<file path="src/hdl/two_layer_alpha_blend_unit_assert.svh">
// ----------------------------------------------------------------------------
// Two-layer alpha blend unit: assertion macros
// Concurrent assertion wrappers that compile away in synthesis builds.
// ----------------------------------------------------------------------------
`ifndef TWO_LAYER_ALPHA_BLEND_UNIT_ASSERT_SVH
`define TWO_LAYER_ALPHA_BLEND_UNIT_ASSERT_SVH

`ifndef SYNTHESIS

// The consequent must hold in the same cycle as the antecedent.
`define TLAB_ASSERT_IMP(label, clk, rst, ante, cons) \
   label: assert property (@(posedge clk) disable iff (rst) (ante) |-> (cons)) \
      else $error("two_layer_alpha_blend_unit: assertion failed");

// The consequent must hold in the cycle after the antecedent.
`define TLAB_ASSERT_NEXT(label, clk, rst, ante, cons) \
   label: assert property (@(posedge clk) disable iff (rst) (ante) |=> (cons)) \
      else $error("two_layer_alpha_blend_unit: assertion failed");

`else

`define TLAB_ASSERT_IMP(label, clk, rst, ante, cons)
`define TLAB_ASSERT_NEXT(label, clk, rst, ante, cons)

`endif

`endif

</file>
<file path="src/hdl/tlab_pkg.sv">
// ----------------------------------------------------------------------------
// Two-layer alpha blend unit: package
// Shared widths, codes, pixel types and the exact divide-by-255 helper.
// ----------------------------------------------------------------------------
package tlab_pkg;

   localparam int CHAN_W     = 8;
   localparam int NUM_CH     = 4;
   localparam int ALPHA_CH   = 3;
   localparam int TERM_W     = 16;
   localparam int CSR_ADDR_W = 8;
   localparam int CSR_DATA_W = 8;

   localparam logic [TERM_W-1:0] FULL_SQ   = 16'd65025;
   localparam logic [TERM_W-1:0] OPAQUE_88 = 16'hFF00;

   typedef enum logic [1:0] {
      MODE_PREMULT  = 2'd0,
      MODE_COVERAGE = 2'd1,
      MODE_NONE     = 2'd2,
      MODE_BYPASS   = 2'd3
   } mode_type;

   typedef enum logic [CSR_ADDR_W-1:0] {
      REG_TOP_MODE           = 8'd0,
      REG_TOP_PLANE_ALPHA    = 8'd1,
      REG_BOTTOM_MODE        = 8'd2,
      REG_BOTTOM_PLANE_ALPHA = 8'd3
   } reg_index_type;

   typedef logic [CHAN_W-1:0]           chan_type;
   typedef chan_type [NUM_CH-1:0]       pixel_type;
   typedef logic [TERM_W-1:0]           term_type;
   typedef term_type [NUM_CH-1:0]       term_set_type;

   // Exact floor(n / 255) for any 32-bit n: multiply by ceil(2^40 / 255),
   // which is 2^32 + 2^24 + 2^16 + 2^8 + 2, and keep bits 40 and up.
   function automatic logic [24:0] div255(input logic [31:0] n);
      logic [65:0] prod;
      prod = (66'(n) << 32) + (66'(n) << 24) + (66'(n) << 16)
           + (66'(n) << 8) + (66'(n) << 1);
      return prod[64:40];
   endfunction

endpackage

</file>
<file path="src/hdl/tlab_layer.sv">
// ----------------------------------------------------------------------------
// Two-layer alpha blend unit: layer term pipeline
// Five-stage pipeline producing the source contribution of one layer in 8.8.
// ----------------------------------------------------------------------------
module tlab_layer (
   input  logic                   clock,
   input  logic [4:0]             stage_en,
   input  tlab_pkg::pixel_type    pixel,
   input  tlab_pkg::chan_type     plane_alpha,
   input  tlab_pkg::mode_type     mode,
   output tlab_pkg::term_set_type term,
   output tlab_pkg::term_type     ap_term
);

   tlab_pkg::term_type [tlab_pkg::NUM_CH-1:0] x1_ff;
   tlab_pkg::pixel_type                       c1_ff;

   tlab_pkg::term_type [tlab_pkg::NUM_CH-1:0] pre2_ff;
   logic [tlab_pkg::NUM_CH-1:0][31:0]         p2_ff;
   tlab_pkg::pixel_type                       c2_ff;
   tlab_pkg::term_type                        y2_ff;

   tlab_pkg::term_type [tlab_pkg::NUM_CH-1:0] pre3_ff;
   logic [tlab_pkg::NUM_CH-1:0][31:0]         v1_ff;
   tlab_pkg::pixel_type                       c3_ff;
   tlab_pkg::term_type                        y3_ff;

   tlab_pkg::term_type [tlab_pkg::NUM_CH-1:0] pre4_ff;
   logic [tlab_pkg::NUM_CH-1:0][23:0]         v2_ff;
   tlab_pkg::pixel_type                       c4_ff;
   tlab_pkg::term_type                        y4_ff;

   tlab_pkg::term_set_type                    term_ff;
   tlab_pkg::term_type                        y5_ff;

   // Stage 1: colour (or alpha) times plane alpha.
   always_ff @(posedge clock) begin
      if (stage_en[0]) begin
         for (int ch = 0; ch < tlab_pkg::NUM_CH; ch++) begin
            x1_ff[ch] <= 16'(pixel[ch]) * 16'(plane_alpha);
         end
         c1_ff <= pixel;
      end
   end

   // Stage 2: premultiplied term c*P*256/255 = c*P + c*P/255; coverage product.
   always_ff @(posedge clock) begin
      if (stage_en[1]) begin
         for (int ch = 0; ch < tlab_pkg::NUM_CH; ch++) begin
            pre2_ff[ch] <= x1_ff[ch] + 16'(tlab_pkg::div255(32'(x1_ff[ch])));
            if (ch == tlab_pkg::ALPHA_CH) begin
               p2_ff[ch] <= 32'(x1_ff[tlab_pkg::ALPHA_CH]) * 32'(x1_ff[tlab_pkg::ALPHA_CH]);
            end else begin
               p2_ff[ch] <= 32'(c1_ff[ch]) * 32'(x1_ff[tlab_pkg::ALPHA_CH]);
            end
         end
         c2_ff <= c1_ff;
         y2_ff <= x1_ff[tlab_pkg::ALPHA_CH];
      end
   end

   // Stage 3: first division, folded with the factor of 256.
   always_ff @(posedge clock) begin
      if (stage_en[2]) begin
         for (int ch = 0; ch < tlab_pkg::NUM_CH; ch++) begin
            v1_ff[ch] <= p2_ff[ch] + 32'(tlab_pkg::div255(p2_ff[ch]));
         end
         pre3_ff <= pre2_ff;
         c3_ff   <= c2_ff;
         y3_ff   <= y2_ff;
      end
   end

   // Stage 4: second division by 255.
   always_ff @(posedge clock) begin
      if (stage_en[3]) begin
         for (int ch = 0; ch < tlab_pkg::NUM_CH; ch++) begin
            v2_ff[ch] <= 24'(tlab_pkg::div255(v1_ff[ch]));
         end
         pre4_ff <= pre3_ff;
         c4_ff   <= c3_ff;
         y4_ff   <= y3_ff;
      end
   end

   // Stage 5: third division for coverage alpha, then the mode selection.
   always_ff @(posedge clock) begin
      if (stage_en[4]) begin
         for (int ch = 0; ch < tlab_pkg::NUM_CH; ch++) begin
            case (mode)
               tlab_pkg::MODE_PREMULT: begin
                  term_ff[ch] <= pre4_ff[ch];
               end
               tlab_pkg::MODE_COVERAGE: begin
                  if (ch == tlab_pkg::ALPHA_CH) begin
                     term_ff[ch] <= 16'(tlab_pkg::div255(32'(v2_ff[ch])));
                  end else begin
                     term_ff[ch] <= v2_ff[ch][15:0];
                  end
               end
               tlab_pkg::MODE_NONE: begin
                  if (ch == tlab_pkg::ALPHA_CH) begin
                     term_ff[ch] <= tlab_pkg::OPAQUE_88;
                  end else begin
                     term_ff[ch] <= {c4_ff[ch], 8'h00};
                  end
               end
               default: begin
                  term_ff[ch] <= '0;
               end
            endcase
         end
         y5_ff <= y4_ff;
      end
   end

   assign term    = term_ff;
   assign ap_term = y5_ff;

endmodule

</file>
<file path="config.mk">
export PLATFORM = sky130hd
export DESIGN_NAME = tlab_layer
export DESIGN_NICKNAME = d
export VERILOG_FILES = /design/src/hdl/two_layer_alpha_blend_unit_assert.svh /design/src/hdl/tlab_pkg.sv /design/src/hdl/tlab_layer.sv
export SDC_FILE = /design/constraint.sdc
export NUM_CORES = 2
export LEC_CHECK = 0
export BUFFER_PORTS_ARGS = -buffer_cell sky130_fd_sc_hd__buf_2
export CAP_MARGIN = 30
export CELL_PAD_IN_SITES_DETAIL_PLACEMENT = 2
export CELL_PAD_IN_SITES_GLOBAL_PLACEMENT = 2
export CORE_MARGIN = 5
export CORE_UTILIZATION = 46
export CTS_BUF_LIST = sky130_fd_sc_hd__clkbuf_8
export CTS_CLUSTER_DIAMETER = 40
export DETAILED_ROUTE_END_ITERATION = 8
export HOLD_SLACK_MARGIN = 0.12
export PLACE_DENSITY = 0.84
export SKIP_LAST_GASP = 1
export SLEW_MARGIN = 20
export SYNTH_ARGS = -nofsm -noshare
export SYNTH_HDL_FRONTEND = slang
export SYNTH_SLANG_ARGS = --single-unit
</file>
<file path="constraint.sdc">
create_clock -name clock -period 9.4 [get_ports clock]
set_input_delay 0.94 -clock clock [delete_from_list [all_inputs] [get_ports clock]]
set_output_delay 0.94 -clock clock [all_outputs]
set_load 0.005 [all_outputs]
</file>
### Word-level counts from Yosys, hierarchy flattened

Cells that the tools add are included.

| operators by class | value |
|---|---|
| add/sub/neg operators | 60 |
| multipliers | 8 |
| mux-type cells | 4 |
| reductions and logical operators | 1 |
| equal/unequal tests | 2 |

Operators by type and width:

| cell | count |
|---|---|
| $add A51 B17 Y52 | 4 |
| $add A50 B24 Y51 | 4 |
| $add A49 B32 Y50 | 4 |
| $add A48 B40 Y49 | 4 |
| $pmux W16 S3 | 4 |
| $add A59 B25 Y60 | 3 |
| $add A58 B32 Y59 | 3 |
| $add A57 B40 Y58 | 3 |
| $add A56 B48 Y57 | 3 |
| $add A56 B26 Y56 | 3 |
| $add A56 B33 Y56 | 3 |
| $add A56 B41 Y56 | 3 |
| $add A56 B49 Y56 | 3 |
| $add A24 B20 Y25 | 3 |
| $mul A8 B16 Y24 | 3 |
| $add A64 B56 Y65 | 1 |
| $add A65 B33 Y65 | 1 |
| $add A65 B40 Y65 | 1 |
| $add A65 B48 Y65 | 1 |
| $add A16 B12 Y16 | 4 |
| $add A64 B33 Y64 | 1 |
| $add A64 B40 Y64 | 1 |
| $add A64 B48 Y64 | 1 |
| $add A64 B56 Y64 | 1 |
| 10 further kinds | 13 |

| storage, ports and cells | value |
|---|---|
| register bits | 763 |
| input port bits | 48 |

### Depth between registers and ports, before layout

| depth | value |
|---|---|
| depth in word-level cells | 5 |
| depth in mapped cells | 28 |
| gate-level depth less buffers | 28 |

### Worst setup path after synthesis

OpenSTA, ideal clock, no wires.

| path | value |
|---|---|
| path kind | reg-to-reg |
| from | reg x1_ff[57] in the netlist's numbering |
| to | reg p2_ff[126] in the netlist's numbering, data pin |
| data arrival time | 6407 ps |
| required time | 9142 ps |
| cell stages (with the launch flop) | 25 |
| period minus slack after synthesis | 6664 ps |
| setup slack | 2736 ps |
| setup time | 258 ps |
| path through | edfxtp_1 clkbuf_1 clkbuf_1 nand2_1 fa_1 fa_1 fa_1 inv_1 fa_1 inv_1 fa_1 inv_1 fa_1 ha_1 nand2_1 or3_1 a21oi_1 o31ai_1 a211oi_1 o31ai_1 a21oi_1 o31ai_1 o21bai_1 a21oi_1 xnor2_1 |

| on the way | value |
|---|---|
| word-level cells in the longest chain between the ends | 1 |

Ends and longest elaborated chain:

| element | RTL line | text |
|---|---|---|
| from (decl) | tlab_layer.sv:15 | `tlab_pkg::term_type [tlab_pkg::NUM_CH-1:0] x1_ff;` |
| from (signal, indexed assignment) | tlab_layer.sv:40 | `x1_ff[ch] <= 16'(pixel[ch]) * 16'(plane_alpha);` |
| $mul A16 B16 Y32 | tlab_layer.sv:52 | `p2_ff[ch] <= 32'(x1_ff[tlab_pkg::ALPHA_CH]) * 32'(x1_ff[tlab_pkg::ALPHA_CH]);` |
| to (signal, indexed assignment) | tlab_layer.sv:52 |  |
| to (signal, indexed assignment) | tlab_layer.sv:54 | `p2_ff[ch] <= 32'(c1_ff[ch]) * 32'(x1_ff[tlab_pkg::ALPHA_CH]);` |
| to (decl) | tlab_layer.sv:19 | `logic [tlab_pkg::NUM_CH-1:0][31:0] p2_ff;` |

No other way between the ends.
A chain may end at the register's enable or synchronous reset.

### Worst setup path after layout

Same ends and word-level chain as after synthesis.

==> results.py <==
metrics = {
    "global_routing": {
        "grt-ovfl-total": 0,
        "grt_use_total": 0.3606,
        "grt_max_degree": 102,
        "antenna_found_initial": 25,
        "grt_pass1_vias": 75911,
        "grt_pass1_wl_mm": 499.2,
    },
    "layout": {
        "final_net_count": 9822,
        "finalNonFillerCells": 10018,
        "final_util": 0.5049,
        "layout-drive-gt1-share": 0.06267,
        "areaGrowthSynthToFinish_pct": 9.244,
    },
    "synth": {
        "synth_top_area_cell": "edfxtp_1",
        "seq_area_frac_synth": 0.2845,
        "synthArstFlopShare": 0,
        "synth_area_leaders": "edfxtp_1 (28%), ha_1 (23%), fa_1 (19%)",
        "synth_nets": 9602,
        "synth.most_common_cell": "ha_1",
        "synth-seq-cells": 761,
        "synth_edf_count": 761,
        "synthFlopType": "edfxtp_1",
        "synth.avg_cell_area_um2": 10.97,
        "yosysTopAreaCellShare": 0.2845,
        "synth_area_um2": 80340,
        "synthTopCellsByCount": "ha_1 (1453), inv_1 (815), fa_1 (779), edfxtp_1 (761), nand2_1 (625)",
        "ys.warnings.count": 0,
        "synth_cells": 7322,
        "ys_types": 84,
    },
    "floorplanning": {
        "die_w_um": 427.9,
        "die_area_um2": 183100,
        "coreArea_um2": 173800,
        "std_cell_rows": 153,
        "die_h_um": 427.9,
        "initial_utilization": 0.4622,
        "ios": 128,
    },
    "sta": {
        "max_freq_mhz": 111.8,
        "tightest_slew_ns": 1.233,
        "setup_violations": 0,
        "rsz0062_at_grt": "false",
        "fin_crit_sh": 0.9515,
        "slew_headroom": 0.1782,
        "clock-skew-final_ns": 0.08761,
        "slew_viol_final": 0,
        "tns_ns": 0,
        "period_minus_slack_ns": 8.944,
        "hold_viol": 0,
    },
    "critical_path": {
        "crit_arrival_ns": 9.69,
        "r2r_end": "p2_ff[126]",
        "startpoint": "x1_ff[57]",
        "cp_common_cell": "fa_1",
        "crit_chain": "buf_4, ha_1, inv_1, fa_1, fa_1, fa_1, inv_1, fa_1, inv_1, fa_1, inv_1, fa_1, ha_1, nand2_1, or3_1, a21oi_1, o31ai_1, a211oi_1, o31ai_1, a21oi_1, o31ai_1, o21bai_1, a21oi_1, xnor2_1",
        "end_kind": "flop",
        "reg2reg_slack_ns": 0.46,
        "cpPeakStageDelay_ns": 0.67,
        "required_ns": 10.15,
        "critPathSlowestCell": "fa_1",
        "reg2regPathDepth": 24,
        "start_kind": "flop",
        "critPathKind": "flop to flop",
        "rr_startpoint": "x1_ff[57]",
        "crit_fanout": 30,
    },
    "flow_run": {
        "cap_viol_max_count": 0,
    },
    "cts": {
        "clk-insertion-delay-late_ns": 1.01,
        "cts-resized-gates": 0,
        "cts_tree": "built",
        "cts-hold-fix-buffers": 0,
        "cts_buffers": 173,
        "cts_buffer_depth": 3,
        "root_buffer": "clkbuf_8",
        "cts_setup_buffers": 0,
        "cts.sinks": 761,
        "clk_pin_slew_ns": 0.08,
        "cts_max_level": 4,
    },
    "place": {
        "portBuffers": 127,
        "dp.cells": 9680,
        "place_congestion": 0.8759,
        "hpwl_mm": 227.0,
    },
    "route": {
        "postRouteAntennaNets": 0,
        "vias": 64084,
        "drt-initial-drc-count": 4890,
        "viasPerCell": 6.397,
        "drc_errors": 0,
        "drt_pass1_iterations": 8,
        "wire_per_inst_um": 34.74,
        "wl_mm": 348.0,
    },
    "min_path": {
        "min_to": "c1_ff[3]",
        "hold_path_depth": 1,
        "min-delay-path-class": "input pin to flop",
        "holdCritStartpoint": "pixel[3]",
    },
    "run_status": {
        "outcome": "completed",
    },
}
-- cell families after synthesis --
logic type / share of synthesized area
buffers and inverters: 0.04490
AO/OA/AOI/OAI: 0.08856
XOR/XNOR: 0.04786
AND/OR/NAND/NOR: 0.1069
flip-flops: 0.2845
multiplexers: 0.006868
adder cells (fa/ha/maj): 0.4204
other: 0.00004668
-- cells in the final DEF, fill, tap and decap left out, types with 17 or more instances in the layout --
cell       netlist  routed
fa_1           779     779
edfxtp_1       761     761
o21a_1          61      61
bufinv_16        0      23
or2_2           17      17
o2111ai_1       19      19
ha_1          1453    1453
and2_1         381     381
nor2b_1         64      63
inv_1          815     849
a31oi_1         30      30
a21o_1         164     164
diode_2          0      18
and3_1          40      40
o21ai_0        185     185
a21boi_0        19      19
nand2_1        625     625
buf_2            0     122
mux2i_1         54      54
nor2_1         303     303
o21bai_1        55      55
buf_4            0      50
clkinv_2         0      21
a21oi_1        340     340
clkinv_1         1      26
clkbuf_8         0     181
a211oi_1        28      28
nand3_1         96      96
o21ai_1         31      31
or3_1           17      17
nor3_1          66      66
xnor2_1        318     318
o211ai_1        18      18
nand2b_1        61      61
xor2_1         121     121
nand4_1         57      57
-- worst max path at each step --
stage / to / cells past startpoint
finish: p2_ff[126] / 24
global route: p2_ff[126] / 24
CTS: p2_ff[126] / 21
detailed placement: p2_ff[126] / 21
global placement: p2_ff[126] / 21
floorplan: p2_ff[126] / 24
-- layer usage --
layer / global-route usage / wire length [um]
met4: 0.2600 / 31950
met5: 0 / 61
met1: 0.3674 / 117100
met3: 0.07600 / 23070
met2: 0.6527 / 175900
-- registers in the layout (all words and copies together) (netlist names) --
| signal | count |
|---|---|
| c2_ff | 24 |
| y3_ff | 16 |
| y2_ff | 15 |
| y4_ff | 16 |
| v2_ff | 72 |
| p2_ff | 103 |
| x1_ff | 64 |
| c1_ff | 24 |
| v1_ff | 107 |
| term | 64 |
| pre3_ff | 64 |
| pre4_ff | 64 |
| pre2_ff | 64 |
| c3_ff | 24 |
| c4_ff | 24 |
| ap_term | 16 |
-- critical path: cells and delay by family, from the launching register on --
family / cells / cell delay (ns)
AO/OA/AOI/OAI: 8 / 2.71
XOR/XNOR: 1 / 0.10
adder cells (fa/ha/maj): 8 / 4.05
buffers and inverters: 5 / 0.88
flip-flops: 1 / 0.56
AND/OR/NAND/NOR: 2 / 0.35
-- through the flow --
stage / cell area, um2 / setup slack, ns / hold WS, ns
after floorplan: 80340 / 2.736 / 0.4003
after global placement: 83710 / 1.970 / 0.4006
after detailed placement: 83780 / 1.459 / 0.4059
after CTS: 87470 / 0.9005 / 0.2310
after global routing: 87740 / 0.3324 / 0.2596
final: 87760 / 0.4561 / 0.2999
-- cell type report --
type	instances	area [um2]
multi-input combinational	5602	53880
clock buffer	180	2477
tap	2325	2909
timing repair buffer	188	1315
fill	17365	86060
sequential	761	22850
inverter	816	3063
clock inverter	128	1216
antenna	18	45.04
Power is not shown: default switching activity piles up to over one toggle a cycle in this logic, so the estimate is an artifact.
